## config.mk

```make
export PLATFORM = sky130hd
export DESIGN_NAME = ypa_cfg_regs
export DESIGN_NICKNAME = d
export VERILOG_FILES = /design/src/yuv_procamp_adjust_macros.svh /design/src/ypa_pkg.sv /design/src/ypa_cfg_regs.sv
export SDC_FILE = /design/constraint.sdc
export NUM_CORES = 1
export LEC_CHECK = 0
export ABC_AREA = 1
export BUFFER_PORTS_ARGS = -buffer_cell sky130_fd_sc_hd__clkbuf_2
export CORE_MARGIN = 2
export CORE_UTILIZATION = 40
export DETAILED_ROUTE_END_ITERATION = 12
export GPL_TIMING_DRIVEN = 1
export PLACE_DENSITY = 0.67
export SYNTH_ARGS = -nofsm -noshare
export SYNTH_HDL_FRONTEND = slang
export SYNTH_SLANG_ARGS = --single-unit
```

## constraint.sdc

```tcl
create_clock -name clk -period 6.2 [get_ports clk]
set_input_delay 0.31 -clock clk [delete_from_list [all_inputs] [get_ports clk]]
set_output_delay 0.31 -clock clk [all_outputs]
set_load 0.02 [all_outputs]
```

## src/yuv_procamp_adjust_macros.svh

```systemverilog
// Assertion macros used by the proc-amp datapath.
`ifndef YUV_PROCAMP_ADJUST_MACROS_SVH
`define YUV_PROCAMP_ADJUST_MACROS_SVH
// Implication checked on every clock edge outside reset.
`define PA_ASSERT_IMP(label, ante, cons) \
  label: assert property (@(posedge clk) disable iff (rst) (ante) |-> (cons)) \
    else $error("%s failed", "label");
// Next-cycle implication checked outside reset.
`define PA_ASSERT_NEXT(label, ante, cons) \
  label: assert property (@(posedge clk) disable iff (rst) (ante) |=> (cons)) \
    else $error("%s failed", "label");
`endif

```

## src/ypa_pkg.sv

```systemverilog
// Package with shared types, constants and the sine table of the proc-amp.
package ypa_pkg;
  localparam int unsigned RegIdxW = 2;
  localparam logic [RegIdxW-1:0] RegContrast = 2'd0;
  localparam logic [RegIdxW-1:0] RegBright = 2'd1;
  localparam logic [RegIdxW-1:0] RegHue = 2'd2;
  localparam logic [RegIdxW-1:0] RegSat = 2'd3;
  localparam int unsigned CfgW = 12;

  typedef struct packed {
    logic [11:0] contrast;
    logic signed [7:0] bright;
    logic signed [8:0] hue;
    logic [11:0] sat;
  } cfg_t;

  typedef struct packed {
    logic [7:0] y;
    logic [7:0] u;
    logic [7:0] v;
    logic chroma;
  } pix_t;

  typedef struct packed {
    logic [7:0] y;
    logic [7:0] u;
    logic [7:0] v;
  } res_t;

  function automatic logic [14:0] sin_q14(input logic [6:0] k);
    logic [14:0] t [0:90];
    t = '{15'd0, 15'd286, 15'd572, 15'd857, 15'd1143, 15'd1428, 15'd1713, 15'd1997,
      15'd2280, 15'd2563, 15'd2845, 15'd3126, 15'd3406, 15'd3686, 15'd3964, 15'd4240,
      15'd4516, 15'd4790, 15'd5063, 15'd5334, 15'd5604, 15'd5872, 15'd6138, 15'd6402,
      15'd6664, 15'd6924, 15'd7182, 15'd7438, 15'd7692, 15'd7943, 15'd8192, 15'd8438,
      15'd8682, 15'd8923, 15'd9162, 15'd9397, 15'd9630, 15'd9860, 15'd10087, 15'd10311,
      15'd10531, 15'd10749, 15'd10963, 15'd11174, 15'd11381, 15'd11585, 15'd11786,
      15'd11982, 15'd12176, 15'd12365, 15'd12551, 15'd12733, 15'd12911, 15'd13085,
      15'd13255, 15'd13421, 15'd13583, 15'd13741, 15'd13894, 15'd14044, 15'd14189,
      15'd14330, 15'd14466, 15'd14598, 15'd14726, 15'd14849, 15'd14968, 15'd15082,
      15'd15191, 15'd15296, 15'd15396, 15'd15491, 15'd15582, 15'd15668, 15'd15749,
      15'd15826, 15'd15897, 15'd15964, 15'd16026, 15'd16083, 15'd16135, 15'd16182,
      15'd16225, 15'd16262, 15'd16294, 15'd16322, 15'd16344, 15'd16362, 15'd16374,
      15'd16382, 15'd16384};
    return (k > 7'd90) ? 15'd0 : t[k];
  endfunction
endpackage

```

## src/ypa_cfg_regs.sv

```systemverilog
// Configuration registers and the registered hue sine, hue cosine and chroma gain.
module ypa_cfg_regs (
  input  logic clk,
  input  logic rst,
  input  logic cfg_we,
  input  logic [ypa_pkg::RegIdxW-1:0] cfg_index,
  input  logic [ypa_pkg::CfgW-1:0] cfg_data,
  output ypa_pkg::cfg_t cfg,
  output logic signed [15:0] hue_sin,
  output logic signed [15:0] hue_cos,
  output logic [23:0] cgain
);
  import ypa_pkg::*;
  logic signed [8:0] deg;
  logic [7:0] mag;
  logic [14:0] s_mag, c_mag;
  logic c_neg;

  always_ff @(posedge clk) begin
    if (rst) begin
      cfg.contrast <= 12'd256;
      cfg.bright <= '0;
      cfg.hue <= '0;
      cfg.sat <= 12'd256;
    end else if (cfg_we) begin
      unique case (cfg_index)
        RegContrast: cfg.contrast <= cfg_data;
        RegBright: cfg.bright <= cfg_data[7:0];
        RegHue: cfg.hue <= cfg_data[8:0];
        RegSat: cfg.sat <= cfg_data;
        default: ;
      endcase
    end
  end

  always_comb begin
    deg = cfg.hue;
    if (deg < -9'sd180) deg = -9'sd180;
    if (deg > 9'sd180) deg = 9'sd180;
    mag = deg[8] ? 8'(-deg) : deg[7:0];
    if (mag <= 8'd90) begin
      s_mag = sin_q14(mag[6:0]);
      c_mag = sin_q14(7'(8'd90 - mag));
      c_neg = 1'b0;
    end else begin
      s_mag = sin_q14(7'(8'd180 - mag));
      c_mag = sin_q14(7'(mag - 8'd90));
      c_neg = 1'b1;
    end
  end

  // Derived values are registered and follow the configuration registers in the next cycle.
  always_ff @(posedge clk) begin
    hue_sin <= deg[8] ? -$signed({1'b0, s_mag}) : $signed({1'b0, s_mag});
    hue_cos <= c_neg ? -$signed({1'b0, c_mag}) : $signed({1'b0, c_mag});
    cgain <= cfg.contrast * cfg.sat;
  end
endmodule

```

# After elaboration in Yosys (flattened, before gate mapping)
# Memories as Yosys holds them, arrays and structs flattened.
# Index checks and enable logic that the tools add are counted.
# word_totals
mem_bits_ro	7680
ff_bits	97
mem_count	4
in_bits	17
output_inout_bits	97
latchBits	0
ramBits	0
# memory_table
memory	depth	word_bits	read_ports	rd_ports_with_merged_regs	wr	line_no	source
(no name shown)	128	15	1	0	0	ypa_pkg.sv:45	return (k > 7'd90) ? 15'd0 : t[k];
(no name shown)	128	15	1	0	0	ypa_pkg.sv:45	
(no name shown)	128	15	1	0	0	ypa_pkg.sv:45	
(no name shown)	128	15	1	0	0	ypa_pkg.sv:45	
# op_classes
multipliers	1
reduce_logical	5
n_div	0
mux	19
bitwise_logic	4
magnitude_cmp	11
n_shift	0
addsub	6
eq_ne	3
# op_table
operator	count
15-bit two-way mux	16
8-bit greater-or-equal comparator (second input constant)	4
15-bit negation with 16-bit output	2
7-bit NOT with 8-bit output	4
7-bit greater-than comparator (second input constant)	4
12-bit by 12-bit multiplier with 24-bit output	1
9-bit two-way mux	2
9-bit greater-than comparator (second input constant)	1
9-bit less-than comparator (second input constant)	1
8-bit by 7-bit less-or-equal comparator with 1-bit output (second input constant)	1
8-bit two-way mux	1
8-bit negation	1
2-bit AND reduction	4
6-bit by 7-bit subtractor with 7-bit output (first input constant)	1
7-bit subtractor (first input constant)	1
7-bit subtractor (second input constant)	1
2-bit == test (second input constant)	2
2-bit by 1-bit == test with 1-bit output (second input constant)	1
2-bit zero test	1

# Depth between registers and ports, before layout
# depth
word_depth	15
mapped_depth	50
depth_no_buf	44

# Least setup slack after synthesis
# OpenSTA, ideal clock, no wires.
# synth_path
path_type	reg-to-reg
startpoint	reg cfg[14] (netlist name)
endpoint	reg hue_cos[12]
synth_period_minus_slack_ns	6.364
path_stages_with_launch	43
arrival_time_ns	6.250
setup_ns	0.114
path_slack_ns	-0.164
path_buffers	9
required_time_ns	6.086
path_cell_list	dfxtp_1 > inv_1 > o211ai_1 > nand2_1 > nand2_1 > nand2_1 > ha_1 > inv_2 > nand2_1 > nor2_1 > nand2_1 > nand2_1 > nand2_2 > buf_6 > nand2_2 > buf_2 > buf_1 > ha_1 > (+7 left out) > ha_1 > inv_1 > ha_1 > clkbuf_1 > buf_1 > clkbuf_1 > o21ai_0 > nand3_1 > nand3_1 > nand3_1 > a21oi_1 > nor2_2 > ha_1 > nand3_1 > nor2_4 > nand4_1 > nand3_1 > nand2_1
# synth_between
elab_chain_len	15
elab_cells_between_ends	24
cone_classes	add/sub (4); order compare (5); mux (11); bitwise (2); memory (2)
# synth_rtl
element	line_no	source
start: declaration	ypa_cfg_regs.sv:8	output ypa_pkg::cfg_t cfg,
9-bit less-than comparator	ypa_cfg_regs.sv:38	if (deg < -9'sd180) deg = -9'sd180;
9-bit two-way mux *	ypa_cfg_regs.sv:38	
9-bit greater-than comparator	ypa_cfg_regs.sv:39	if (deg > 9'sd180) deg = 9'sd180;
9-bit two-way mux *	ypa_cfg_regs.sv:39	
8-bit negation	ypa_cfg_regs.sv:40	mag = deg[8] ? 8'(-deg) : deg[7:0];
8-bit two-way mux *	ypa_cfg_regs.sv:40	
7-bit subtractor (on tied branches)	ypa_cfg_regs.sv:47, ypa_cfg_regs.sv:43	
7-bit NOT with 8-bit output (implied by the code)	ypa_pkg.sv:45	
memory read 128 x 15 bit	n/a	
15-bit two-way mux (implied by the code) (2 in series)	ypa_pkg.sv:45	
15-bit two-way mux	ypa_pkg.sv:45	
15-bit two-way mux	ypa_cfg_regs.sv:41	if (mag <= 8'd90) begin
15-bit negation with 16-bit output	ypa_cfg_regs.sv:55	hue_cos <= c_neg ? -$signed({1'b0, c_mag}) : $signed({1'b0, c_mag});
15-bit two-way mux *	ypa_cfg_regs.sv:55	
end signal: assignment	ypa_cfg_regs.sv:55	
end: declaration	ypa_cfg_regs.sv:10	output logic signed [15:0] hue_cos,
# Mark *: on every way between the ends. The rest lies on a longest branch, timed or not. The select of a mux whose other input is x is not followed.
# A chain may end at the register's enable or synchronous reset.

# Worst setup path in the final report
# layout_path
startpoint	reg cfg[14] (netlist name)
endpoint	reg hue_cos[15]
# layout_between
elab_chain_len	14
elab_cells_between_ends	23
cone_classes	add/sub (4); order compare (5); mux (10); bitwise (2); memory (2)
# layout_rtl
element	line_no
9-bit less-than comparator	ypa_cfg_regs.sv:38
9-bit two-way mux *	ypa_cfg_regs.sv:38
9-bit greater-than comparator	ypa_cfg_regs.sv:39
9-bit two-way mux *	ypa_cfg_regs.sv:39
8-bit negation	ypa_cfg_regs.sv:40
8-bit two-way mux *	ypa_cfg_regs.sv:40
7-bit subtractor (on tied branches)	ypa_cfg_regs.sv:47, ypa_cfg_regs.sv:43
7-bit NOT with 8-bit output (implied by the code)	ypa_pkg.sv:45
memory read 128 x 15 bit	n/a
15-bit two-way mux (implied by the code) (2 in series)	ypa_pkg.sv:45
15-bit two-way mux	ypa_pkg.sv:45
15-bit two-way mux	ypa_cfg_regs.sv:41
15-bit negation with 16-bit output	ypa_cfg_regs.sv:55
# Marks and branches as above.

==> results.py <==
metrics = {
    "layout": {
        "final_cell_mix": "nand2_1 (940), inv_1 (325), nand3_1 (305)",
        "final_common_cell": "nand2_1",
        "regArea_sq_um": 1940,
        "antenna_cells_inserted": 0,
        "syn2layout_area_growth_pct": 8.05,
        "layout-drive-gt1-share_pct": 10.6,
        "multiInputGateArea_sq_um": 12300,
        "final_cell_area_sq_um": 17600,
        "nets": 3049,
        "fillers": 4422,
        "final_core_util_pct": 43.5,
    },
    "floorplanning": {
        "rows": 74,
        "core_region_area_sq_um": 40600,
        "die_h_um": 206,
        "die_area_sq_um": 42500,
        "initial_utilization_pct": 40.3,
        "die_x_um": 206,
        "io_pins": 114,
    },
    "routing": {
        "vias": 18900,
        "post_drt_via_cell_ratio": 5.62,
        "drtIter0Drc": 2097,
        "first_pass_iters": 6,
        "wirelength_mm": 64.1,
        "drt-wirelength-per-cell_um": 19.0,
        "ant_nets": 0,
        "drc_errors": 0,
    },
    "yosys": {
        "synth_area_sq_um": 16300,
        "yosysSeqAreaShare_pct": 11.9,
        "yosys.area_share.simple_pct": 42.1,
        "yosys_most_used_dff": "dfxtp_1",
        "synth.distinct_cells": 51,
        "yosys.area_share.xor_xnor_pct": 1.75,
        "synth-edff-count": 0,
        "ys_ff_latch": 97,
        "syn_avg_cell_area_sq_um": 5.87,
        "synth_largest_area_cell": "nand2_1",
        "ys_async_sr_fraction_pct": 0,
        "synth_fa_ha_area_share_pct": 19.7,
        "synth_top_family_by_area": "simple AND/OR/NAND/NOR gates",
        "synth_fp_nets": 2997,
        "synth.area.mux_share_pct": 0,
        "postSynthCellCount": 2783,
        "synth-compound-area-share_pct": 11.6,
        "synth_area_leaders": "nand2_1 (22%), fa_1 (12%), dfxtp_1 (12%), nand3_1 (9.3%), inv_1 (7.5%)",
        "ys_warn_count": 0,
        "synth_top_area_share_pct": 21.6,
    },
    "placed_design": {
        "dp_hpwl_mm": 48.8,
        "routabilityCongestion": 1.01,
        "portBuffers": 113,
        "dpl_cell_area_sq_um": 17300,
    },
    "pwr": {
        "ir_drop_mv": 0.175,
        "internal_power_mw": 1.98,
        "powerDensity_nw_per_um2": 259,
        "p_seq_share_pct": 17.9,
        "switching_share_pct": 56.6,
        "leakage_nw": 9.74,
        "p_comb_share_pct": 68.6,
        "p_clk_share_pct": 13.5,
        "switchingPower_mw": 2.59,
    },
    "clock_network": {
        "clk_latency_ps": 400,
        "path_clk_slew_ps": 80,
        "holdBufCountCts": 0,
        "clockRootBuffer": "clkbuf_16",
        "numCtsBuffers": 9,
        "h-tree-depth": 3,
        "cts_tree": "built",
        "cts_num_sinks": 97,
        "clock_path_buffers": 2,
    },
    "critical_path": {
        "cp-endpoint": "hue_cos[15]",
        "end_kind": "flop",
        "max_stage_delay_ps": 390,
        "critPathMaxFanout": 23,
        "r2r_end": "hue_cos[15]",
        "crit_slowest_cell": "dfxtp_1",
        "r2r_slack_ps": 390,
        "crit_start": "cfg[14]",
        "startpoint_type": "flop",
        "required_ps": 6480,
        "path_common_cell": "nand2_1",
        "crit_type": "flop to flop",
        "reg2regPathDepth": 33,
        "r2r-start": "cfg[14]",
        "worstPathArrival_ps": 6090,
    },
    "status": {
        "status": "finished, final reports clean",
    },
    "sta": {
        "fmax_mhz": 172,
        "setup_viol_count_final": 0,
        "fin_crit_sh_pct": 93.7,
        "tightest_slew_ps": 1070,
        "hold_viol": 0,
        "fin_skew_ps": 14.7,
        "fin_tns_setup_ps": 0,
        "period_minus_slack_ps": 5810,
        "relSlewSlack_pct": 28.4,
        "rsz0062_at_grt": "no",
        "slew_viol_final": 0,
    },
    "global_route": {
        "grt_pass1_wl_mm": 101,
        "grt_remaining_overflow": 0,
        "grt_pass1_vias": 18400,
        "grt_max_degree": 65,
        "antenna_found_initial": 0,
        "grt.total_usage_pct": 30.5,
    },
    "flow_run": {
        "maxCapViolations": 0,
    },
    "min_path": {
        "hp-class": "primary input to flop",
        "holdPathStages": 3,
    },
}
[through the flow]
step | total power [mW] | instances | hold slack [ps] | setup WS (ps)
floorplan | 3.02 | 2783 | 437 | 1.81
global placement | 3.90 | 3356 | 488 | 252
detailed placement | 3.88 | 3356 | 486 | 203
CTS | 4.51 | 3371 | 147 | 182
global route | 4.93 | 3371 | 172 | 2.80
finish | 4.57 | 3371 | 162 | 390
[Yosys cell counts (20+ instances only)]
library cell	n
buf_2	42
clkbuf_1	66
a21oi_1	78
nand2_1	940
nand2_2	24
ha_1	96
buf_4	28
fa_1	101
xor2_1	20
nand4_1	20
nor2_1	270
nand3_1	305
inv_1	326
o21ai_0	192
dfxtp_1	97
[worst max-delay path: cells and delay by family (launching register included)]
| family | cells | cell delay (ps) |
|---|---|---|
| buf+inv | 3 | 740 |
| compound gates | 1 | 180 |
| flops | 1 | 390 |
| fa+ha+maj | 3 | 1060 |
| simple gates | 26 | 3320 |
[sequential cells by signal, indices dropped and copies added (netlist names)]
signal	count
cfg	41
cgain	24
hue_cos	16
hue_sin	16
[timing repair]
item | 4_1_cts | 5_1_grt
buffers inserted | 0 | 0
resized for setup | 0 | 5
setup endpoints to repair | 0 | 9
[power groups by stage]
stage               clock (mW)  combinational [mW]  sequential (mW)
floorplan                    0                2.04            0.977
global placement             0                3.07            0.829
detailed placement           0                3.04            0.833
CTS                      0.630                3.06            0.819
global route             0.652                3.45            0.828
finish                   0.617                3.14            0.817
[layout make-up]
cell class,count,area share (%)
Multi-Input combinational cell,2190,69.6
Sequential cell,97,11.0
Inverter,344,7.35
Timing Repair Buffer,193,6.63
Tap cell,532,3.77
Clock buffer,9,1.28
Clock inverter,6,0.376
[layer usage]
layer  GRT usage, %  vias up  share of wire, %
met4           13.7        0               4.3
li1               -     8879                 -
met3           5.85      201               9.3
met2           49.3     1034                46
met1           39.4     8819                41
met5              0        -                 0
[how the worst min path moves through the flow]
stage,from,endpoint,slack [ps]
5_1_grt,cfg_data[10],cfg[39],170
3_5_place_dp,cfg[19],cfg[19],490
2_1_floorplan,cfg_data[8],cfg[8],440
3_3_place_gp,cfg[17],cfg[17],490
6_report,cfg_data[10],cfg[10],160
4_1_cts,cfg_data[10],cfg[10],150
[kinds of logic (layout without fill, tap and decap cells)]
family | Yosys count | count (layout)
compound gates | 345 | 345
xor+xnor | 31 | 31
fa+ha+maj | 197 | 197
buf+inv | 496 | 552
flops | 97 | 97
simple gates | 1617 | 1617
(Power assumes the default switching activity.)
